$ cat config.mk
export PLATFORM = sky130hd
export DESIGN_NAME = mrft_alu
export DESIGN_NICKNAME = d
export VERILOG_FILES = /design/src/hdl/mrft_pkg.sv /design/src/hdl/mrft_alu.sv
export SDC_FILE = /design/constraint.sdc
export NUM_CORES = 1
export LEC_CHECK = 0
export ABC_AREA = 1
export BUFFER_PORTS_ARGS = -buffer_cell sky130_fd_sc_hd__buf_2
export CAP_MARGIN = 20
export CORE_MARGIN = 5
export CORE_UTILIZATION = 32
export DETAILED_ROUTE_END_ITERATION = 8
export PLACE_DENSITY = 0.62
export SYNTH_ARGS = -nofsm -noshare
export SYNTH_HDL_FRONTEND = slang
export SYNTH_SLANG_ARGS = --single-unit
$ cat constraint.sdc
create_clock -name vclk -period 6.35
set_clock_uncertainty 0.15 [all_clocks]
set_input_delay 1.905 -clock vclk [all_inputs]
set_output_delay 1.905 -clock vclk [all_outputs]
set_load 0.05 [all_outputs]
$ cat src/hdl/mrft_pkg.sv
`timescale 1ns / 1ps
`default_nettype none

package mrft_pkg;

  // default ring count
  localparam int NUM_RINGS_DEF = 8;

  // saturation limit of the outstanding count
  localparam logic [63:0] COUNT_CAP = 64'h0000_0000_1000_0000;

  // operation codes
  typedef enum logic [2:0] {
    OP_EMIT      = 3'd0,
    OP_PROCESS   = 3'd1,
    OP_SIGNALED  = 3'd2,
    OP_NEED_SYNC = 3'd3,
    OP_NOTE_SYNC = 3'd4,
    OP_COUNT     = 3'd5
  } op_t;

  // sequencer states
  typedef enum logic [3:0] {
    S_IDLE,
    S_RD_EM,
    S_LD_EM,
    S_INC,
    S_SIG,
    S_P_HI,
    S_P_LO,
    S_P_EM,
    S_POST,
    S_CAP,
    S_RD_NEED,
    S_NEED,
    S_N_RA,
    S_N_RB,
    S_N_CMP,
    S_DONE
  } state_t;

  // shared adder modes
  typedef enum logic {
    ALU_SUB,
    ALU_INC
  } alu_op_t;

  // command transaction
  typedef struct packed {
    logic [2:0]  operation;
    logic [2:0]  ring;
    logic [2:0]  other_ring;
    logic [63:0] sequence_req;
    logic [31:0] hw_value;
  } cmd_t;

  // result transaction
  typedef struct packed {
    logic        flag;
    logic [63:0] value;
  } res_t;

endpackage

`default_nettype wire

$ cat src/hdl/mrft_alu.sv
`timescale 1ns / 1ps
`default_nettype none

module mrft_alu
  import mrft_pkg::*;
(
  input  wire logic [63:0] a,
  input  wire alu_op_t     op,
  input  wire logic [63:0] b,
  output logic      [63:0] res,
  output logic             borrow
);

  logic [63:0] b_eff;
  logic [64:0] sum;

  // one 64-bit adder: a - b for compares, a + 1 for increments
  always_comb begin
    b_eff  = (op == ALU_SUB) ? ~b : 64'd0;
    sum    = {1'b0, a} + {1'b0, b_eff} + 65'd1;
    res    = sum[63:0];
    borrow = (op == ALU_SUB) && !sum[64];
  end

endmodule

`default_nettype wire

==> impl_metrics.json <==
{
  "setup.worst_path.start_class": "primary input",
  "comb_power_share_pct": 100.0,
  "timing.hold.ws_ns": 4.21,
  "cts_hold_buf": 0,
  "design.seq.count": 0,
  "required_ns": 4.30,
  "wl_per_cell_um": 14.4,
  "dp.cells": 1855,
  "vias_in_the_first_global_route": 7951,
  "dpl.hpwl_mm": 23.8,
  "status": "finished clean",
  "cap_violations": 0,
  "areaGrowthSynthToFinish_pct": 27.1,
  "yosysUniqueCellTypes": 24,
  "filler_cell_count": 2316,
  "crit_path_start": "op",
  "number_of_buffers_added_on_ports": 194,
  "timing.max_slew.rel_slack_pct": 79.0,
  "p_int_w": 0.000280,
  "route.antenna.remaining_nets": 0,
  "pin_count": 194,
  "postSynthCellCount": 1371,
  "timing.hold.worst.class": "in2out",
  "post-cts-setup-buffer-count": 0,
  "synth.area.top_cells": "sky130_fd_sc_hd__nand2_1 (36%), sky130_fd_sc_hd__inv_1 (18%), sky130_fd_sc_hd__ha_1 (13%)",
  "leakage_nw": 5.40,
  "synthesis.yosys.warnings": 0,
  "post-route-period-util_pct": 97.7,
  "area.sequential_um2": 0,
  "cp_max_fo": 12,
  "total_power_w": 0.000977,
  "grt_overflow_total": 0,
  "hold_viol": 0,
  "ir_worst_vdd_uv": 81.1,
  "share_of_post_route_cells_with_drive_strength_above_1_pct": 20.2,
  "clock_power_share_pct": 0,
  "final_period_minus_worst_setup_slack_ns": 6.21,
  "fin_nets": 1789,
  "x_dimension_of_the_die_um": 150,
  "worstMarginPinSlew_ns": 0.312,
  "num_vias": 8440,
  "grt_antenna_before_repair": 1,
  "fin_cells": 1859,
  "post_synth_instance_area_mm2": 0.00629,
  "min-delay-start": "b[0]",
  "netSwitchingFraction_pct": 71.4,
  "num_rows": 51,
  "p_sw_w": 0.000697,
  "clkbuf_count": 0,
  "power_frac_seq_pct": 0,
  "die_y_um": 150,
  "initial_core_util_pct": 32.4,
  "slew_violations": 0,
  "syn_area_per_cell_um2": 4.59,
  "startpoint_to_endpoint_class_of_the_critical_path": "in2out",
  "global_route.usage.total_pct": 22.3,
  "grt_pass1_wl_mm": 40.1,
  "floorplan.die_area_mm2": 0.0226,
  "synth_top_area_cell": "sky130_fd_sc_hd__nand2_1",
  "p_per_area_mw_per_mm2": 122,
  "worst_ep_arrival_time_ns": 4.15,
  "residual_drc": 0,
  "syn_nets": 1565,
  "core_region_area_mm2": 0.0194,
  "gpl.final_weighted_congestion": 0.951,
  "worst_setup_ep_type": "output port",
  "grt_setup_unrepaired": "false",
  "route.detailed.vias_per_inst": 4.54,
  "routed_wirelength_mm": 26.8,
  "fmaxAchievable_ghz": 0.161,
  "drtIter0Drc": 459,
  "sequential_to_total_area_share_from_yosys_stat_pct": 0,
  "synth_largest_type_area_fraction_pct": 35.6,
  "finalSetupTns_ns": 0,
  "number_of_detailed_route_iterations_in_the_first_pass": 5,
  "grt_start_max_net_pins": 49,
  "setup_viol": 0
}
==> synthesized netlist by cell type (all sizes together) <==
library cell	count
or2	1
clkinv	6
nand4	14
clkbuf	7
nor3	14
o31a	1
o21ai	4
and3	1
xor2	31
nand3	57
ha	64
nor2	180
fa	1
inv	322
a21oi	45
nand2	620
buf	1
nor4	2
==> kinds of logic (layout without fill, tap and decap cells) <==
family	after synthesis	after routing	share of synthesized area (%)
simple gates	889	889	58.4
other cells	0	1	0
fa+ha+maj	65	65	13.1
xor+xnor	31	31	4.32
buf+inv	336	558	20.2
compound gates	50	50	4.04
==> stage by stage <==
stage	worst slack, ns	util (%)	cell area, um2
5_1_grt	0.00798	41.2	7990
2_1_floorplan	-0.000922	-	6290
3_5_place_dp	0.0202	40.3	7810
3_3_place_gp	-0.00823	40.3	7810
4_1_cts	0.0202	40.3	7810
6_report	0.143	41.2	8000
==> power by group through the flow <==
stage	combinational (W)	clock, W	sequential [W]
finish	0.000977	0.0000000000211	0
global route	0.00106	0	0
CTS	0.000952	0	0
detailed placement	0.000949	0	0
global placement	0.000949	0	0
floorplan	0.000658	0	0
==> final timing paths <==
check	to	slack, ns	cells after the start
worst max-delay path	res[27]	0.14	12
worst min-delay path	res[0]	4.21	5
==> repair_timing <==
action	CTS	global route
hold endpoints to repair	0	0
gates resized for setup	0	51
setup endpoints to repair	0	38
==> layout by cell type, fill, tap and decap left out, drive strengths merged <==
| cell | Yosys | final |
|---|---|---|
| nor2 | 180 | 180 |
| nand4 | 14 | 14 |
| o31a | 1 | 1 |
| o21ai | 4 | 4 |
| or2 | 1 | 1 |
| and3 | 1 | 1 |
| diode | 0 | 1 |
| clkbuf | 7 | 16 |
| nand2 | 620 | 620 |
| ha | 64 | 64 |
| nor4 | 2 | 2 |
| a21oi | 45 | 45 |
| xor2 | 31 | 31 |
| nor3 | 14 | 14 |
| buf | 1 | 214 |
| clkinv | 6 | 6 |
| inv | 322 | 322 |
| fa | 1 | 1 |
| nand3 | 57 | 57 |
==> critical path, stage by stage <==
cell and delay, ns:
sky130_fd_sc_hd__buf_6 0.15, sky130_fd_sc_hd__clkbuf_16 0.20, sky130_fd_sc_hd__nor2_1 0.06, sky130_fd_sc_hd__ha_1 0.39, sky130_fd_sc_hd__nand2_1 0.13, sky130_fd_sc_hd__nor2_1 0.25
sky130_fd_sc_hd__nand2_1 0.13, sky130_fd_sc_hd__inv_1 0.13, sky130_fd_sc_hd__a21oi_1 0.09, sky130_fd_sc_hd__nand2_2 0.13, sky130_fd_sc_hd__xor2_1 0.29, sky130_fd_sc_hd__buf_4 0.27
==> routing by layer <==
metal  share of wire (%)  global-route usage [%]  vias to the layer above
met4                 1.5                    2.93                        0
li1                    -                       -                     4483
met5                   0                       0                        -
met1                  44                    29.5                     3636
met3                 7.8                    2.11                       23
met2                  46                    40.1                      298
==> layout make-up <==
type | count | area (um2) | share of cell area (%)
antenna | 1 | 2.50 | 0.0313
inverter | 328 | 1230 | 15.4
timing repair buffer | 230 | 1360 | 17.0
multi-input combinational | 1035 | 5070 | 63.5
tap | 265 | 332 | 4.15
(Power assumes the default switching activity.)
